## config.mk

```make
export PLATFORM = sky130hd
export DESIGN_NAME = nibble_rle_pixel16_decoder_top_flat
export DESIGN_NICKNAME = d
export VERILOG_FILES = /design/src/hdl/nrle_pkg.sv /design/src/hdl/nrle_channels.sv /design/src/hdl/nibble_rle_pixel16_decoder_top.sv /design/src/hdl/nrle_front.sv /design/src/hdl/nrle_fifo.sv /design/src/hdl/nrle_back.sv /design/src/flat_wrapper.sv
export SDC_FILE = /design/constraint.sdc
export NUM_CORES = 1
export LEC_CHECK = 0
export ABC_AREA = 1
export BUFFER_PORTS_ARGS = -buffer_cell sky130_fd_sc_hd__buf_2
export CAP_MARGIN = 20
export CORE_MARGIN = 3
export CORE_UTILIZATION = 55
export CTS_CLUSTER_SIZE = 24
export DETAILED_ROUTE_END_ITERATION = 16
export HOLD_SLACK_MARGIN = 0.02
export PLACE_DENSITY = 0.72
export SLEW_MARGIN = 15
export SYNTH_ARGS = -nofsm -noshare
export SYNTH_HDL_FRONTEND = slang
export SYNTH_SLANG_ARGS = --single-unit
```

## constraint.sdc

```tcl
create_clock -name i_clk -period 24.3 [get_ports i_clk]
set_input_delay 2.43 -clock i_clk [delete_from_list [all_inputs] [get_ports i_clk]]
set_output_delay 2.43 -clock i_clk [all_outputs]
set_load 0.01 [all_outputs]
```

## src/hdl/nrle_pkg.sv

```systemverilog
// Types, constants and helper functions shared by the nibble RLE pixel decoder.
// No dependencies; compile this file first.
package nrle_pkg;

    localparam int PIX_W      = 16;
    localparam int REP_W      = 29;
    localparam int ACC_W      = 28;
    localparam int CFG_IDX_W  = 3;
    localparam int CFG_DATA_W = 16;

    typedef logic [CFG_IDX_W-1:0] t_cfg_idx;

    // Configuration register indexes
    localparam t_cfg_idx CFG_TONE_WIDTH   = 3'd0;
    localparam t_cfg_idx CFG_COLOR_SHIFT  = 3'd1;
    localparam t_cfg_idx CFG_COLOR_WIDTH  = 3'd2;
    localparam t_cfg_idx CFG_PENCIL_SHIFT = 3'd3;
    localparam t_cfg_idx CFG_PENCIL_WIDTH = 3'd4;
    localparam t_cfg_idx CFG_START_ATTR   = 3'd5;

    // Configuration reset values
    localparam logic [2:0]  RST_TONE_WIDTH   = 3'd4;
    localparam logic [3:0]  RST_COLOR_SHIFT  = 4'd4;
    localparam logic [4:0]  RST_COLOR_WIDTH  = 5'd7;
    localparam logic [3:0]  RST_PENCIL_SHIFT = 4'd11;
    localparam logic [4:0]  RST_PENCIL_WIDTH = 5'd5;
    localparam logic [15:0] RST_START_ATTR   = 16'h0000;

    // Nibble codes
    localparam logic [3:0] NIB_PREFIX   = 4'hF;
    localparam logic [3:0] CMD_ONE_MAX  = 4'h0;
    localparam logic [3:0] CMD_RUN_MAX  = 4'h7;
    localparam logic [3:0] CMD_CLR_COL  = 4'h8;
    localparam logic [3:0] CMD_CLR_PEN  = 4'h9;
    localparam logic [3:0] CMD_SET_COL1 = 4'hA;
    localparam logic [3:0] CMD_SET_PEN1 = 4'hB;
    localparam logic [3:0] CMD_SET_COL2 = 4'hC;
    localparam logic [3:0] CMD_SET_PEN2 = 4'hD;
    localparam logic [3:0] CMD_END_PIX  = 4'hE;
    localparam logic [3:0] SEL_END      = 4'h0;
    localparam logic [3:0] SEL_RAW      = 4'h1;
    localparam logic [2:0] RAW_DIGITS   = 3'd4;

    typedef enum logic [2:0] {
        MODE_PLAIN,
        MODE_CMD,
        MODE_COUNT,
        MODE_SETCOL,
        MODE_SETPEN,
        MODE_ESC,
        MODE_RAW
    } t_mode;

    typedef struct packed {
        logic [2:0]  tone_width;
        logic [3:0]  color_shift;
        logic [4:0]  color_width;
        logic [3:0]  pencil_shift;
        logic [4:0]  pencil_width;
        logic [15:0] start_attribute;
    } t_cfg;

    typedef struct packed {
        t_mode             mode;
        logic [2:0]        digits_left;
        logic [ACC_W-1:0]  acc;
        logic [PIX_W-1:0]  attr;
    } t_parse;

    typedef struct packed {
        logic [PIX_W-1:0] pixel_value;
        logic [REP_W-1:0] repeat_count;
        logic             row_done;
        logic             decode_error;
        logic             last_of_item;
    } t_result;

    // Results of one byte: one or two
    typedef struct packed {
        logic    two;
        t_result first;
        t_result second;
    } t_pair;

    // Outcome of decoding one nibble
    typedef struct packed {
        t_parse  st;
        logic    emit;
        logic    ends;
        t_result res;
    } t_nib;

    // Field mask; a width of 16 or more covers the whole word
    function automatic logic [PIX_W-1:0] field_mask(input logic [4:0] width,
                                                    input logic [3:0] shift);
        logic [PIX_W:0] ones;
        ones = (17'd1 << width[3:0]) - 17'd1;
        if (width[4]) begin
            ones = 17'h0FFFF;
        end
        return ones[PIX_W-1:0] << shift;
    endfunction

endpackage

```

## src/hdl/nrle_channels.sv

```systemverilog
// Handshake channel interfaces of the nibble RLE pixel decoder.
// Depends on nrle_pkg for field widths.
interface nrle_byte_if;
    logic       valid;
    logic       ready;
    logic [7:0] in_byte;

    modport source (output valid, output in_byte, input ready);
    modport sink   (input valid, input in_byte, output ready);
endinterface

interface nrle_pix_if;
    import nrle_pkg::*;
    logic             valid;
    logic             ready;
    logic [PIX_W-1:0] pixel_value;
    logic [REP_W-1:0] repeat_count;
    logic             row_done;
    logic             decode_error;
    logic             last_of_item;

    modport source (output valid, output pixel_value, output repeat_count,
                    output row_done, output decode_error, output last_of_item,
                    input ready);
    modport sink   (input valid, input pixel_value, input repeat_count,
                    input row_done, input decode_error, input last_of_item,
                    output ready);
endinterface

interface nrle_cfg_if;
    import nrle_pkg::*;
    logic                  valid;
    logic                  ready;
    logic [CFG_IDX_W-1:0]  reg_index;
    logic [CFG_DATA_W-1:0] wr_data;

    modport source (output valid, output reg_index, output wr_data, input ready);
    modport sink   (input valid, input reg_index, input wr_data, output ready);
endinterface

```

## src/hdl/nibble_rle_pixel16_decoder_top.sv

```systemverilog
// Top level of the nibble RLE pixel decoder: front end, result queue, back end.
// Depends on nrle_pkg, nrle_channels, nrle_front, nrle_fifo, nrle_back.
//
// Usage:
//   i_byte carries compressed bytes; each byte is decoded high nibble first
//   and gives zero, one or two results. o_pix carries results: a pixel with
//   its repeat count, end-of-row and error flags, and a flag on the last
//   result of each byte. i_cfg writes the six configuration registers; it is
//   always ready. Write it only while the decoder is idle.
//   A byte accepted on i_byte passes through the queue, the pair register and
//   the output register before its first result shows on o_pix. The front
//   end takes one byte per cycle while the queue is not full, both nibbles
//   decoded in the same cycle; the output stage sends one result per cycle
//   while o_pix.ready is high. FIFO_DEPTH entries of queue let the front keep
//   accepting while the output drains or stalls. When o_pix.ready is low the
//   output holds; i_byte.ready drops only once the queue is full.
//   Reset loads the default configuration, empties queue and output stage,
//   and starts parsing with a plain nibble on attribute 0.
module nibble_rle_pixel16_decoder_top
    import nrle_pkg::*;
#(
    parameter int FIFO_DEPTH = 4
) (
    input  logic        i_clk,
    input  logic        i_rst_n,
    nrle_byte_if.sink   i_byte,
    nrle_cfg_if.sink    i_cfg,
    nrle_pix_if.source  o_pix
);

    logic  push;
    logic  pop;
    logic  full;
    logic  empty;
    t_pair push_pair;
    t_pair pop_pair;

    nrle_front u_front (
        .i_clk   (i_clk),
        .i_rst_n (i_rst_n),
        .i_byte  (i_byte),
        .i_cfg   (i_cfg),
        .i_full  (full),
        .o_push  (push),
        .o_pair  (push_pair)
    );

    nrle_fifo #(
        .DEPTH (FIFO_DEPTH)
    ) u_fifo (
        .i_clk   (i_clk),
        .i_rst_n (i_rst_n),
        .i_push  (push),
        .i_pair  (push_pair),
        .o_full  (full),
        .i_pop   (pop),
        .o_empty (empty),
        .o_pair  (pop_pair)
    );

    nrle_back u_back (
        .i_clk   (i_clk),
        .i_rst_n (i_rst_n),
        .i_empty (empty),
        .i_pair  (pop_pair),
        .o_pop   (pop),
        .o_pix   (o_pix)
    );

endmodule

```

## src/hdl/nrle_front.sv

```systemverilog
// Front end: accepts compressed bytes, decodes both nibbles of a byte in the same cycle,
// holds the parse state and configuration. Depends on nrle_pkg, nrle_channels.
module nrle_front
    import nrle_pkg::*;
(
    input  logic        i_clk,
    input  logic        i_rst_n,
    nrle_byte_if.sink   i_byte,
    nrle_cfg_if.sink    i_cfg,
    input  logic        i_full,
    output logic        o_push,
    output t_pair       o_pair
);

    t_cfg   r_cfg, n_cfg;
    t_parse r_st, n_st;
    t_nib   nib_hi, nib_lo;
    logic   accept;
    logic   emit_lo;

    // Decode one nibble against the current parse state
    function automatic t_nib decode_nibble(input t_parse st, input t_cfg cfg,
                                           input logic [3:0] n);
        t_nib             o;
        logic [3:0]       mt;
        logic [PIX_W-1:0] full;
        logic [PIX_W-1:0] cmask;
        logic [PIX_W-1:0] pmask;
        logic [ACC_W-1:0] acc_n;
        logic [2:0]       dl_n;
        mt = (cfg.tone_width >= 3'd4) ? 4'hF
                                      : 4'((5'd1 << cfg.tone_width[1:0]) - 5'd1);
        full  = st.attr | {12'h000, mt};
        cmask = field_mask(cfg.color_width, cfg.color_shift);
        pmask = field_mask(cfg.pencil_width, cfg.pencil_shift);
        acc_n = {st.acc[ACC_W-5:0], n};
        dl_n  = st.digits_left - 3'd1;
        o      = '0;
        o.st   = st;
        unique case (st.mode)
            MODE_CMD: begin
                o.st.mode = MODE_PLAIN;
                o.st.acc  = '0;
                priority if (n == CMD_ONE_MAX) begin
                    o.emit = 1'b1;
                    o.res.pixel_value  = full;
                    o.res.repeat_count = 29'd1;
                end else if (n <= CMD_RUN_MAX) begin
                    o.st.mode        = MODE_COUNT;
                    o.st.digits_left = n[2:0];
                end else if (n == CMD_CLR_COL) begin
                    o.st.attr = st.attr & ~cmask;
                end else if (n == CMD_CLR_PEN) begin
                    o.st.attr = st.attr & ~pmask;
                end else if (n == CMD_SET_COL1 || n == CMD_SET_COL2) begin
                    o.st.mode        = MODE_SETCOL;
                    o.st.digits_left = (n == CMD_SET_COL1) ? 3'd1 : 3'd2;
                end else if (n == CMD_SET_PEN1 || n == CMD_SET_PEN2) begin
                    o.st.mode        = MODE_SETPEN;
                    o.st.digits_left = (n == CMD_SET_PEN1) ? 3'd1 : 3'd2;
                end else if (n == CMD_END_PIX) begin
                    o.emit = 1'b1;
                    o.ends = 1'b1;
                    o.res.pixel_value  = full;
                    o.res.repeat_count = 29'd1;
                    o.res.row_done     = 1'b1;
                end else begin
                    o.st.mode = MODE_ESC;
                end
            end
            MODE_COUNT, MODE_SETCOL, MODE_SETPEN, MODE_RAW: begin
                o.st.acc         = acc_n;
                o.st.digits_left = dl_n;
                if (dl_n == 3'd0) begin
                    o.st.mode = MODE_PLAIN;
                    o.st.acc  = '0;
                    unique case (st.mode)
                        MODE_COUNT: begin
                            o.emit = 1'b1;
                            o.res.pixel_value  = full;
                            o.res.repeat_count = {1'b0, acc_n} + 29'd1;
                        end
                        MODE_RAW: begin
                            o.emit = 1'b1;
                            o.ends = 1'b1;
                            o.res.pixel_value  = acc_n[PIX_W-1:0];
                            o.res.repeat_count = 29'd1;
                            o.res.row_done     = 1'b1;
                        end
                        MODE_SETCOL: begin
                            o.st.attr = (st.attr & ~cmask)
                                      | (acc_n[PIX_W-1:0] << cfg.color_shift);
                        end
                        default: begin
                            o.st.attr = (st.attr & ~pmask)
                                      | (acc_n[PIX_W-1:0] << cfg.pencil_shift);
                        end
                    endcase
                end
            end
            MODE_ESC: begin
                o.st.mode = MODE_PLAIN;
                if (n == SEL_RAW) begin
                    o.st.mode        = MODE_RAW;
                    o.st.digits_left = RAW_DIGITS;
                    o.st.acc         = '0;
                end else begin
                    // Empty row end or bad selector: both close the row
                    o.emit = 1'b1;
                    o.ends = 1'b1;
                    o.res.row_done     = 1'b1;
                    o.res.decode_error = (n != SEL_END);
                end
            end
            default: begin
                o.st.mode = MODE_PLAIN;
                if (n == NIB_PREFIX) begin
                    o.st.mode = MODE_CMD;
                end else begin
                    o.emit = 1'b1;
                    o.res.pixel_value  = st.attr | {12'h000, n};
                    o.res.repeat_count = 29'd1;
                end
            end
        endcase
        // Restart the row after end or error
        if (o.ends) begin
            o.st.mode        = MODE_PLAIN;
            o.st.digits_left = '0;
            o.st.acc         = '0;
            o.st.attr        = cfg.start_attribute;
        end
        return o;
    endfunction

    assign i_cfg.ready  = 1'b1;
    assign i_byte.ready = !i_full;
    assign accept       = i_byte.valid && !i_full;

    // Decode high nibble, then low nibble from the updated state
    assign nib_hi  = decode_nibble(r_st, r_cfg, i_byte.in_byte[7:4]);
    assign nib_lo  = decode_nibble(nib_hi.st, r_cfg, i_byte.in_byte[3:0]);
    assign emit_lo = nib_lo.emit && !nib_hi.ends;

    // Pack the results of this byte and mark the last one
    always_comb begin
        o_pair        = '0;
        o_pair.two    = nib_hi.emit && emit_lo;
        o_pair.first  = nib_hi.emit ? nib_hi.res : nib_lo.res;
        o_pair.second = nib_lo.res;
        if (o_pair.two) begin
            o_pair.second.last_of_item = 1'b1;
        end else begin
            o_pair.first.last_of_item = 1'b1;
        end
        o_push = accept && (nib_hi.emit || emit_lo);
    end

    // Next parse state and configuration
    always_comb begin
        n_st  = r_st;
        n_cfg = r_cfg;
        if (accept) begin
            n_st = nib_hi.ends ? nib_hi.st : nib_lo.st;
        end
        if (i_cfg.valid) begin
            unique case (i_cfg.reg_index)
                CFG_TONE_WIDTH:   n_cfg.tone_width   = i_cfg.wr_data[2:0];
                CFG_COLOR_SHIFT:  n_cfg.color_shift  = i_cfg.wr_data[3:0];
                CFG_COLOR_WIDTH:  n_cfg.color_width  = i_cfg.wr_data[4:0];
                CFG_PENCIL_SHIFT: n_cfg.pencil_shift = i_cfg.wr_data[3:0];
                CFG_PENCIL_WIDTH: n_cfg.pencil_width = i_cfg.wr_data[4:0];
                CFG_START_ATTR: begin
                    n_cfg.start_attribute = i_cfg.wr_data;
                    n_st.attr             = i_cfg.wr_data;
                end
                default: ;
            endcase
        end
    end

    // Hold state and configuration
    always_ff @(posedge i_clk) begin
        if (!i_rst_n) begin
            r_cfg.tone_width      <= RST_TONE_WIDTH;
            r_cfg.color_shift     <= RST_COLOR_SHIFT;
            r_cfg.color_width     <= RST_COLOR_WIDTH;
            r_cfg.pencil_shift    <= RST_PENCIL_SHIFT;
            r_cfg.pencil_width    <= RST_PENCIL_WIDTH;
            r_cfg.start_attribute <= RST_START_ATTR;
            r_st.mode             <= MODE_PLAIN;
            r_st.digits_left      <= '0;
            r_st.acc              <= '0;
            r_st.attr             <= RST_START_ATTR;
        end else begin
            r_cfg <= n_cfg;
            r_st  <= n_st;
        end
    end

endmodule

```

## src/hdl/nrle_fifo.sv

```systemverilog
// Result queue between front and back end; one entry holds the results of one byte.
// Depends on nrle_pkg.
module nrle_fifo
    import nrle_pkg::*;
#(
    parameter int DEPTH = 4
) (
    input  logic  i_clk,
    input  logic  i_rst_n,
    input  logic  i_push,
    input  t_pair i_pair,
    output logic  o_full,
    input  logic  i_pop,
    output logic  o_empty,
    output t_pair o_pair
);

    localparam int PTR_W = (DEPTH > 1) ? $clog2(DEPTH) : 1;
    localparam int CNT_W = $clog2(DEPTH + 1);
    localparam logic [PTR_W-1:0] LAST_PTR = PTR_W'(DEPTH - 1);
    localparam logic [CNT_W-1:0] FULL_CNT = CNT_W'(DEPTH);

    t_pair            r_mem [DEPTH];
    logic [PTR_W-1:0] r_wr, n_wr;
    logic [PTR_W-1:0] r_rd, n_rd;
    logic [CNT_W-1:0] r_cnt, n_cnt;

    assign o_full  = (r_cnt == FULL_CNT);
    assign o_empty = (r_cnt == '0);
    assign o_pair  = r_mem[r_rd];

    // Advance pointers and occupancy
    always_comb begin
        n_wr  = r_wr;
        n_rd  = r_rd;
        n_cnt = r_cnt;
        if (i_push) begin
            n_wr = (r_wr == LAST_PTR) ? '0 : r_wr + 1'b1;
        end
        if (i_pop) begin
            n_rd = (r_rd == LAST_PTR) ? '0 : r_rd + 1'b1;
        end
        if (i_push && !i_pop) begin
            n_cnt = r_cnt + 1'b1;
        end else if (!i_push && i_pop) begin
            n_cnt = r_cnt - 1'b1;
        end
    end

    always_ff @(posedge i_clk) begin
        if (!i_rst_n) begin
            r_wr  <= '0;
            r_rd  <= '0;
            r_cnt <= '0;
        end else begin
            r_wr  <= n_wr;
            r_rd  <= n_rd;
            r_cnt <= n_cnt;
        end
    end

    // Store entries
    always_ff @(posedge i_clk) begin
        if (i_push) begin
            r_mem[r_wr] <= i_pair;
        end
    end

endmodule

```

## src/hdl/nrle_back.sv

```systemverilog
// Back end: takes result pairs from the queue and sends them one per cycle while
// o_pix.ready is high, through a registered output stage. Depends on nrle_pkg, nrle_channels.
module nrle_back
    import nrle_pkg::*;
(
    input  logic        i_clk,
    input  logic        i_rst_n,
    input  logic        i_empty,
    input  t_pair       i_pair,
    output logic        o_pop,
    nrle_pix_if.source  o_pix
);

    t_pair   r_pair, n_pair;
    logic    r_pv, n_pv;
    logic    r_sel, n_sel;
    t_result r_out, n_out;
    logic    r_ov, n_ov;
    logic    out_free;

    assign out_free = !r_ov || o_pix.ready;

    // Feed the output stage and refill the pair register
    always_comb begin
        n_pair = r_pair;
        n_pv   = r_pv;
        n_sel  = r_sel;
        n_out  = r_out;
        n_ov   = r_ov;
        o_pop  = 1'b0;
        if (out_free) begin
            if (r_pv) begin
                n_ov  = 1'b1;
                n_out = r_sel ? r_pair.second : r_pair.first;
                if (!r_sel && r_pair.two) begin
                    n_sel = 1'b1;
                end else begin
                    n_pv = 1'b0;
                end
            end else begin
                n_ov = 1'b0;
            end
        end
        if (!i_empty && !n_pv) begin
            o_pop  = 1'b1;
            n_pv   = 1'b1;
            n_sel  = 1'b0;
            n_pair = i_pair;
        end
    end

    always_ff @(posedge i_clk) begin
        if (!i_rst_n) begin
            r_pv  <= 1'b0;
            r_sel <= 1'b0;
            r_ov  <= 1'b0;
        end else begin
            r_pv  <= n_pv;
            r_sel <= n_sel;
            r_ov  <= n_ov;
        end
    end

    always_ff @(posedge i_clk) begin
        r_pair <= n_pair;
        r_out  <= n_out;
    end

    assign o_pix.valid        = r_ov;
    assign o_pix.pixel_value  = r_out.pixel_value;
    assign o_pix.repeat_count = r_out.repeat_count;
    assign o_pix.row_done     = r_out.row_done;
    assign o_pix.decode_error = r_out.decode_error;
    assign o_pix.last_of_item = r_out.last_of_item;

endmodule

```

## src/flat_wrapper.sv

```systemverilog
// flat-port wrapper written by rule: the top's interface ports become plain ports
module nibble_rle_pixel16_decoder_top_flat import nrle_pkg::*;
#(
    parameter int FIFO_DEPTH = 4
)
  (i_clk, i_rst_n, i_byte_valid, i_byte_in_byte, i_byte_ready, i_cfg_valid, i_cfg_reg_index, i_cfg_wr_data, i_cfg_ready, o_pix_valid, o_pix_pixel_value, o_pix_repeat_count, o_pix_row_done, o_pix_decode_error, o_pix_last_of_item, o_pix_ready);
  nrle_byte_if i_byte_i ();
  nrle_cfg_if i_cfg_i ();
  nrle_pix_if o_pix_i ();
  input  logic i_clk;
  input  logic i_rst_n;
  input wire logic [$bits(i_byte_i.valid)-1:0] i_byte_valid;
  input wire logic [$bits(i_byte_i.in_byte)-1:0] i_byte_in_byte;
  output wire logic [$bits(i_byte_i.ready)-1:0] i_byte_ready;
  input wire logic [$bits(i_cfg_i.valid)-1:0] i_cfg_valid;
  input wire logic [$bits(i_cfg_i.reg_index)-1:0] i_cfg_reg_index;
  input wire logic [$bits(i_cfg_i.wr_data)-1:0] i_cfg_wr_data;
  output wire logic [$bits(i_cfg_i.ready)-1:0] i_cfg_ready;
  output wire logic [$bits(o_pix_i.valid)-1:0] o_pix_valid;
  output wire logic [$bits(o_pix_i.pixel_value)-1:0] o_pix_pixel_value;
  output wire logic [$bits(o_pix_i.repeat_count)-1:0] o_pix_repeat_count;
  output wire logic [$bits(o_pix_i.row_done)-1:0] o_pix_row_done;
  output wire logic [$bits(o_pix_i.decode_error)-1:0] o_pix_decode_error;
  output wire logic [$bits(o_pix_i.last_of_item)-1:0] o_pix_last_of_item;
  input wire logic [$bits(o_pix_i.ready)-1:0] o_pix_ready;
  assign i_byte_i.valid = i_byte_valid;
  assign i_byte_i.in_byte = i_byte_in_byte;
  assign i_byte_ready = i_byte_i.ready;
  assign i_cfg_i.valid = i_cfg_valid;
  assign i_cfg_i.reg_index = i_cfg_reg_index;
  assign i_cfg_i.wr_data = i_cfg_wr_data;
  assign i_cfg_ready = i_cfg_i.ready;
  assign o_pix_valid = o_pix_i.valid;
  assign o_pix_pixel_value = o_pix_i.pixel_value;
  assign o_pix_repeat_count = o_pix_i.repeat_count;
  assign o_pix_row_done = o_pix_i.row_done;
  assign o_pix_decode_error = o_pix_i.decode_error;
  assign o_pix_last_of_item = o_pix_i.last_of_item;
  assign o_pix_i.ready = o_pix_ready;
  nibble_rle_pixel16_decoder_top #(.FIFO_DEPTH(FIFO_DEPTH)) u_core (.i_clk(i_clk), .i_rst_n(i_rst_n), .i_byte(i_byte_i), .i_cfg(i_cfg_i), .o_pix(o_pix_i));
endmodule
```

==> Word-level counts from Yosys, hierarchy flattened <==
Memory sizes are Yosys's and may differ from the RTL's. A register that Yosys moved wholly into a read port is not among the register bits.
Cells that the tools add are included.
{ "word_totals": {"register_bits": 145, "mem_bits_rw": 388, "inputBits": 32, "out_inout_bits": 51, "elab_cells": 253, "n_memories": 1} }
{ "mem_list": {"columns": ["memory", "depth", "word_bits", "rd", "rd_clocked_by_memory_dff", "write_ports", "line_no", "rtl"], "rows": [
  ["u_core.u_fifo.r_mem", 4, 97, 1, 1, 1, "nrle_fifo.sv:23", "t_pair r_mem [DEPTH];"]
]} }
{ "op_classes": {"n_addsub": 11, "order_cmp": 3, "eq_ne": 38, "shift": 9, "n_mux": 111, "bitwise_logic": 15, "n_reduce_logical": 44} }
{ "op_table": {"columns": ["cell", "n"], "rows": [
  ["$mux 48", 12],
  ["$pmux 45 s3", 2],
  ["$pmux 31 s3", 2],
  ["$mux 92", 2],
  ["$mux 45", 4],
  ["$pmux 45 s2", 2],
  ["$mux 16", 11],
  ["$mux 50", 3],
  ["$mux 64", 2],
  ["$pmux 16 s2", 4],
  ["$shl 16x4->16", 6],
  ["$mux 34", 2],
  ["$and 16x16->16", 4],
  ["$eq 4x4->1 const B", 16],
  ["$or 16x16->16", 4],
  ["$or 16x4->16", 4],
  ["$mux 6", 10],
  ["$add 28x1->29 const B", 2],
  ["$not 16->16", 2],
  ["$shl 1x4->16 const A", 2],
  ["$sub 16x1->16 const B", 2],
  ["$mux 3", 10],
  ["$eq 3x3->1 const B", 9],
  ["$mux 1", 26],
  ["other kinds (27)", 88]
]} }

==> Depth between registers and ports, before layout <==
Gate-level depths: netlist (run 1).
{ "depth": {"depth_word": 29, "ltp_mapped": 31} }

==> By module <==
Synthesis (run 1) repeated with hierarchy kept, for this count alone.
{ "hier_totals": {"cells_unflattened": 3903, "hier_area_um2": 33444.6} }
{ "modules_own_cells": {"columns": ["module", "instances", "cells_each", "area_each_um2", "seq_area_each_um2"], "rows": [
  ["nrle_fifo", 1, 996, 14797.9, 11831.3],
  ["nrle_front", 1, 2587, 13531.7, 1661.6],
  ["nrle_back", 1, 320, 5114.9, 4414.2]
]} }

==> Least setup slack after synthesis (run 1) <==
OpenSTA, ideal clock, no wires.
{ "synth_timing": {"path_kind": "input-to-reg", "startpoint": "in i_byte_in_byte[4]", "endpoint": "mem u_core.u_fifo.r_mem[0][0] in the netlist's numbering, enable pin", "setup_ps": 551, "t_arrival_ps": 8990, "t_required_ps": 23749, "path_slack_ps": 14759, "stages": 19, "path_buffers": 2, "cell_sequence": "inv_1 ha_1 nand2_4 nand2_2 nor3_2 nand3_2 nand2_4 buf_6 clkbuf_1 nor3b_1 inv_1 ha_1 nand3b_1 nand3_2 o2111ai_1 nand3_1 a21oi_2 inv_2 nor2_1"} }
{ "synth_via": {"elab_chain_cells": 20, "elab_cells_between_ends": 59, "cone_classes": "add/sub: 1; order compare: 1; eq/ne: 15; mux: 32; reduce/logical: 10"} }
{ "synth_rtl": {"columns": ["element", "line_no", "rtl"], "rows": [
  ["start, declared", "flat_wrapper.sv:13", "input wire logic [$bits(i_byte_i.in_byte)-1:0] i_byte_in_byte;"],
  ["branches (longest 16 deep; another with $sub 3x1->3)", null, null],
  ["$logic_or 1x1->1 (*)", "nrle_front.sv:156", "o_push = accept && (nib_hi.emit || emit_lo);"],
  ["$logic_and 1x1->1 (*)", "nrle_front.sv:156", null],
  ["named net u_core.push", "nibble_rle_pixel16_decoder_top.sv:31", "logic push;"],
  ["$mux 1 (*)", "nrle_fifo.sv:64", "if (i_push) begin"],
  ["$mux 1 (implied by the code) (*)", "nrle_fifo.sv:65", "r_mem[r_wr] <= i_pair;"],
  ["end, declared", "nrle_fifo.sv:23", null]
]} }
Mark *: on every way through the listed nets, which the timed path passes.

==> Worst setup path after layout (run 1) <==
{ "layout_timing": {"startpoint": "in i_byte_in_byte[4]", "endpoint": "mem u_core.u_fifo.r_mem[3][79] in the netlist's numbering, enable pin"} }
Same word-level chain as after synthesis.

==> metrics.csv, run 1 <==
stage,metric,value,unit
synth,ys_seq_elements,621,
timing,clock_skew,0.0351,ns
clock_tree,cts_sinks,621,
power_and_ir_drop,switching_share,34.7,%
die,fp.dieH,251,um
power_and_ir_drop,powerDensity,95.7,nW/um2
status,status,completed,
timing,grt_setup_unrepaired,false,
clock_tree,cts_hold_buf,0,
clock_tree,clock_latency,0.67,ns
setup_path,cp-end-kind,flop,
synth,syn-num-nets,3934,
timing,tns,0,ns
die,ios,83,
die,die-area,63000,um2
timing,relSlewSlack,28.7,%
timing,fmax,0.132,GHz
grt,grt_antenna_before_repair,3,
synth,synth_top_area_share,48.0,%
die,core-area,59200,um2
grt,grt_overflow_total,0,
timing,finalSetupViolations,0,
final_layout,drive_gt1_share,8.45,%
final_layout,layout.nets,3889,
setup_path,cp_max_fo,63,
synth,ys_top_cells_by_count,"968 x nand2_1, 528 x edfxtp_1, 451 x o21ai_0",
synth,syn_inst,3881,
synth,ys_top_cells_by_area,"edfxtp_1 48%, nand2_1 11%, o21ai_0 6.8%, dfxtp_1 5.6%, nor2_1 4.4%",
clock_tree,numCtsBuffers,61,
placed_design,place_ws,15.78,ns
die,die-width,251,um
die,initial_core_util,55.7,%
power_and_ir_drop,vdd.ir_drop.worst,0.0890,mV
synth,synth.distinct_cells,70,
timing,tightest_slew,1.07,ns
routing,routed_wirelength,112,mm
setup_path,critPathLaunchType,input pin,
synth,yosysWarningCount,0,
synth,synth_edf_count,528,
hold_path,hold_class,reg -> reg,
grt,grt_pass1_vias,25900,
power_and_ir_drop,power.share.clock,26.6,%
timing,hold_violations,0,
grt,grt_max_degree,93,
routing,post-route-drc-count,0,
timing,period_minus_slack,7.57,ns
clock_tree,cts_resized,0,
power_and_ir_drop,p_int,0.00224,W
grt,grt_use_total,34.7,%
synth,avgSynthCellArea,8.51,um2
clock_tree,postCtsSetupBuffers,0,
routing,drtIter0Drc,3966,
routing,routedWlPerCell,24.0,um
synth,synth.largest_area_cell,edfxtp_1,
power_and_ir_drop,p_switching,0.00119,W
synth,synth_area,33000,um2
synth,yosysMostFrequentCell,nand2_1,
setup_path,reg2reg_setup_slack,17.93,ns
routing,vias,28700,
setup_path,critical_path_class,in -> reg,
synth,synth_top_family_by_area,simple AND/OR/NAND/NOR gates,
timing,finalMaxSlewViolations,0,
clock_tree,cts_tree,done,
clock_tree,clk_pin_slew,0.06,ns
synth,ys_async_sr_fraction,0,%
clock_tree,cts.htree.levels,2,
routing,firstDrtPassIters,6,
setup_path,critPathArrivalTime,7.85,ns
timing,period_share,31.2,%
synth,synthXorXnorAreaFrac,0.925,%
placed_design,dp_hpwl,79.3,mm
run,cap_violations,0,
placed_design,port_buffers,81,
die,rows,89,
routing,postRouteAntennaNets,0,
power_and_ir_drop,p_leak,13.0,nW
synth,synth.area.mux_share,0.212,%
synth,synth-simple-area-share,22.3,%
synth,synth.yosys.seq_area_share,53.7,%
synth,synth_compound_gate_area_share,16.0,%
setup_path,crit_required,24.58,ns
power_and_ir_drop,seq_power_share,45.7,%
clock_tree,ctsLongestPathBuffers,3,
grt,grt_pass1_wl,165,mm
synth,synthFlopType,edfxtp_1,
synth,synthAdderAreaFrac,0.819,%
timing,setup_ws,16.73,ns
power_and_ir_drop,comb_power_share,27.7,%
routing,avgViaCountPerCell,6.17,
clock_tree,cts_root_buf,clkbuf_16,
placed_design,gp_congestion,1.08,
final_layout,areaGrowthSynthToFinish,8.59,%
## per-layer routing
layer / vias up / global-route usage, % / routed length [um]
li1: 13400 / - / -
met1: 13500 / 52.6 / 48900
met2: 1611 / 50.4 / 46900
met3: 221 / 7.18 / 12300
met4: 0 / 10.7 / 3620
met5: - / 0 / 0
## power groups by stage
stage               Combinational, W  Clock, W  Sequential (W)
detailed placement          0.000938         0         0.00159
CTS                         0.000941  0.000926         0.00157
global placement            0.000929         0         0.00158
global route                 0.00104  0.000969         0.00158
floorplan                   0.000608         0         0.00159
finish                      0.000952  0.000912         0.00157
## worst max-delay path, stage by stage
cell	delay (ns)
buf_2	0.18
inv_1	0.21
ha_1	0.33
inv_1	0.06
nor2_1	0.30
nor2_1	0.13
o211ai_1	0.12
nand3_1	0.40
nand2_1	0.25
nand2_2	0.32
nor2_2	0.33
inv_2	0.26
o2111ai_1	0.17
nand3_1	0.38
a21oi_2	0.31
inv_2	0.14
nor2_4	0.09
buf_4	0.68
buf_4	0.58
## path summary, 6_finish.rpt
| kind | start | endpoint | cells after the start |
|---|---|---|---|
| max | i_byte_in_byte[4] | u_core.u_fifo.r_mem[3][79]$_DFFE_PP_ | 19 |
| min | u_core.u_front.r_cfg[15]$_SDFFE_PN0P_ | u_core.u_front.r_cfg[15]$_SDFFE_PN0P_ | 2 |
| min reg2reg | u_core.u_front.r_cfg[15]$_SDFFE_PN0P_ | u_core.u_front.r_cfg[15]$_SDFFE_PN0P_ | 2 |
| max reg2reg | u_core.u_front.r_st[44]$_SDFFE_PN0P_ | u_core.u_fifo.r_mem[3][79]$_DFFE_PP_ | 17 |
## cell families after synthesis
| group | after synthesis |
|---|---|
| flip-flops | 621 |
| buffers and inverters | 514 |
| multiplexers | 7 |
| XOR/XNOR | 34 |
| other | 1 |
| adder cells (fa/ha/maj) | 21 |
| AND/OR/NAND/NOR | 1745 |
| AO/OA/AOI/OAI | 938 |
## metrics by stage
step | total power (W) | utilization [%] | hold slack [ns] | cells | area, um2
floorplan | 0.00220 | - | 0.445 | 3881 | 33000
global placement | 0.00251 | 57.1 | 0.452 | 4543 | 33800
detailed placement | 0.00253 | 57.1 | 0.457 | 4543 | 33800
CTS | 0.00343 | 60.4 | 0.467 | 4651 | 35800
global route | 0.00360 | 60.5 | 0.487 | 4655 | 35800
finish | 0.00343 | 60.5 | 0.466 | 4656 | 35800
## cells in the final DEF, fill, tap and decap left out, types with 20 or more instances in the layout
cell type	n
nand4_1	32
nor2_1	380
nand3_1	267
inv_2	34
nor3_1	23
ha_1	20
clkinv_1	20
clkbuf_16	61
inv_1	233
o211ai_1	41
buf_4	44
a21oi_1	180
xor2_1	26
edfxtp_1	528
o21ai_1	25
buf_2	81
dfxtp_1	88
nand2_1	966
o22ai_1	144
o21ai_0	451
## area by class of cell
cell class | count | area (um2)
fill | 5240 | 23400
sequential | 621 | 17700
multi-input combinational | 2746 | 13300
clock buffer | 73 | 1570
inverter | 278 | 1050
tap | 773 | 967
timing repair buffer | 128 | 795
clock inverter | 35 | 377
antenna | 2 | 5.00
## state kept, by name (all words and copies together), names as in the netlist, 3 cells and up
register                          count
u_core.u_back.o_pix.pixel_value      16
u_core.u_back.r_pair                 96
u_core.u_fifo.r_mem                 384
u_core.u_front.r_st                  46
u_core.u_fifo.r_cnt                   3
u_core.u_front.r_cfg                 37
u_core.u_back.o_pix.repeat_count     29
Power figures use the tool's default switching activity.
==> run 2, diff against run 1 <==
--- a/config.mk
+++ b/config.mk
@@ -13,7 +13,7 @@
 export CTS_CLUSTER_SIZE = 24
 export DETAILED_ROUTE_END_ITERATION = 16
 export HOLD_SLACK_MARGIN = 0.02
-export PLACE_DENSITY = 0.72
+export PLACE_DENSITY = 0.74
 export SLEW_MARGIN = 15
 export SYNTH_ARGS = -nofsm -noshare
 export SYNTH_HDL_FRONTEND = slang
==> constraint.sdc (replaced) <==
create_clock -name i_clk -period 6.3 [get_ports i_clk]
set_input_delay 0.63 -clock i_clk [delete_from_list [all_inputs] [get_ports i_clk]]
set_output_delay 0.63 -clock i_clk [all_outputs]
set_load 0.01 [all_outputs]
==> run 2 against run 1 <==
Net effect: via count up 1.7%; combinational power increased to 3.9 times the previous value; sequential power grew to 3.8 times the previous value; clock-buffer cell count up 5; flip-flop and latch count did not move; largest cell class unchanged; largest power group unchanged.
==> metrics.csv, run 2 (synthesis results as in run 1) <==
stage,metric,value,unit,change
status,status,completed,,
grt,grt_max_degree,97,,+4.3%
timing,finalSetupViolations,0,,unchanged
setup_path,crit_required,6.60,ns,-17.98 ns
grt,grt_use_met3,7.80,%,+0.62 points
final_layout,seq_area,17700,um2,unchanged
power_and_ir_drop,vdd.ir_drop.worst,0.332,mV,+270%
timing,tightest_slew,1.01,ns,-0.0579 ns
placed_design,gp_congestion,1.04,,-3.7%
grt,grt-busiest-layer,met1,,
routing,avgViaCountPerCell,6.23,,+0.96%
placed_design,dp_hpwl,78.9,mm,-0.52%
setup_path,crit_slowest_cell,nor2_4,,
clock_tree,cts_hold_buf,0,,unchanged
final_layout,largest_register_ff_count,384,,unchanged
final_layout,layout.nets,3916,,+0.69%
final_layout,top_regs,"u_core.u_fifo.r_mem: 384 flops, u_core.u_back.r_pair: 96 flops, u_core.u_front.r_st: 46 flops",,
die,die-width,251,um,unchanged
setup_path,cp_max_fo,30,,-52%
clock_tree,cts.htree.levels,3,,+1
final_layout,multi_input_comb_area,13300,um2,about the same
routing,routedWlPerCell,23.9,um,-0.52%
power_and_ir_drop,finalPower,0.0137,W,+300%
routing,vias,29200,,+1.7%
final_layout,drive_gt1_share,9.30,%,+0.85 points
routing,firstDrtPassIters,6,,unchanged
timing,hold_violations,0,,unchanged
grt,grt_antenna_before_repair,2,,-1
timing,fmax,0.198,GHz,
setup_path,cpMostUsedCell,inv_2,,
routing,post-route-drc-count,0,,unchanged
die,core-area,59200,um2,unchanged
setup_path,cp_slowest_stage_delay,0.55,ns,-0.13 ns
clock_tree,cts_tree,done,,
grt,use_met2,51.1,%,+0.63 points
die,ios,83,,unchanged
grt,gr-usage-met1,51.9,%,-0.63 points
grt,grt_overflow_total,0,,unchanged
timing,tns,0,ns,unchanged
hold_path,hold_class,in -> reg,,
timing,fin_hold_ws,0.292,ns,-0.174 ns
power_and_ir_drop,powerDensity,378,nW/um2,+290%
clock_tree,cts_root_buf,clkbuf_16,,
die,initial_core_util,55.7,%,unchanged
die,fp.dieH,251,um,unchanged
setup_path,critPathArrivalTime,5.36,ns,-2.49 ns
setup_path,critPathLaunchType,flop,,
final_layout,final_cells,4688,,+0.69%
routing,routed_wirelength,112,mm,+0.17%
timing,clock_skew,0.0234,ns,-0.0117 ns
placed_design,dp_cells,4567,,+0.53%
clock_tree,ctsLongestPathBuffers,3,,unchanged
setup_path,path_delay_family,simple AND/OR/NAND/NOR gates,,
routing,drtIter0Drc,3680,,-7.2%
grt,grt_pass1_vias,26700,,+3.1%
die,die-area,63000,um2,unchanged
clock_tree,postCtsSetupBuffers,0,,unchanged
grt,grt_use_total,35.0,%,+0.33 points
timing,relSlewSlack,32.7,%,+4.0 points
setup_path,critical_path_class,reg -> reg,,
setup_path,path_cells,"inv_2, nand3_2, nand2_4, nor2_1, inv_2, nor2_4, a31oi_2, inv_2, nand2_1, nand2_2, nor2_2, inv_2, o2111ai_1, nand3_1, a21oi_2, inv_2, nor2_4, buf_12",,
timing,period_share,80.3,%,
clock_tree,clk_pin_slew,0.06,ns,about the same
setup_path,cp_num_buf_inv,6,,-1
timing,grt_setup_unrepaired,false,,
clock_tree,cts_resized,0,,unchanged
clock_tree,clock_latency,0.62,ns,-0.05 ns
placed_design,port_buffers,81,,unchanged
routing,postRouteAntennaNets,0,,unchanged
clock_tree,cts_sinks,621,,unchanged
final_layout,final_common_cell,nand2_1,,
run,cap_violations,0,,unchanged
power_and_ir_drop,p_leak,13.3,nW,+2.0%
grt,grt_pass1_wl,167,mm,+1.3%
timing,period_minus_slack,5.06,ns,
final_layout,areaGrowthSynthToFinish,10.1,%,
die,rows,89,,unchanged
setup_path,cp-end-kind,flop,,
final_layout,final_cell_mix,"966 x nand2_1, 528 x edfxtp_1, 451 x o21ai_0",,
clock_tree,numCtsBuffers,66,,+8.2%
final_layout,top_register,u_core.u_fifo.r_mem,,
timing,finalMaxSlewViolations,0,,unchanged
final_layout,num-fill-cells,5183,,-1.1%
## run 2: changes by cell type in the layout (fill, tap and decap cells not counted), moves of 2 or more
cell	delta
buf_4	+16
buf_12	+6
clkbuf_16	+6
clkbuf_1	-4
bufinv_16	+3
clkbuf_8	+3
clkinv_16	-3
inv_6	+3
inv_16	+2
## run 2: per-layer routing
metal  part of all wire (%)  vias to the layer above  wire (um)
met4                    3.7                        2       4180
met1                     42                    13800      47500
met5                  0.012                        -         13
met3                     12                      256      12900
li1                       -                    13400          -
met2                     42                     1757      47300
## run 2: area by class of cell
type	count	area share (%)
antenna	2	0.0138
sequential	621	48.8
clock buffer	78	4.81
inverter	278	2.90
clock inverter	40	1.26
tap	773	2.66
timing repair buffer	150	2.86
multi-input combinational	2746	36.7
## run 2: stage by stage
step	area [um2]	setup WS [ns]	util, %
5_1_grt	36300	1.08	61.3
3_5_place_dp	34100	0.817	57.6
2_1_floorplan	33000	-1.44	-
4_1_cts	36300	1.35	61.3
3_3_place_gp	34100	0.984	57.5
6_report	36300	1.24	61.3
## run 2: where the power goes
part           total, W  internal (W)  switching (W)  leakage, nW
clock           0.00400       0.00234        0.00166         1.08
combinational   0.00372      0.000977        0.00275         6.55
sequential      0.00601       0.00570       0.000311         5.67
## run 2: worst paths after layout
path	slack, ns	endpoint	startpoint	cells past startpoint
setup / recovery	1.24	u_core.u_fifo.r_mem[3][5]$_DFFE_PP_	u_core.u_front.r_st[49]$_SDFFE_PN0P_	18
hold / removal	0.29	u_core.u_front.r_cfg[15]$_SDFFE_PN0P_	i_cfg_wr_data[15]	3
setup reg to reg	1.24	u_core.u_fifo.r_mem[3][5]$_DFFE_PP_	u_core.u_front.r_st[49]$_SDFFE_PN0P_	18
hold reg to reg	0.47	u_core.u_front.r_cfg[15]$_SDFFE_PN0P_	u_core.u_front.r_cfg[15]$_SDFFE_PN0P_	2
## run 2: tightest hold or removal path: stages
cell,delay [ns]
buf_2,0.09
nand2_1,0.07
a21oi_1,0.06
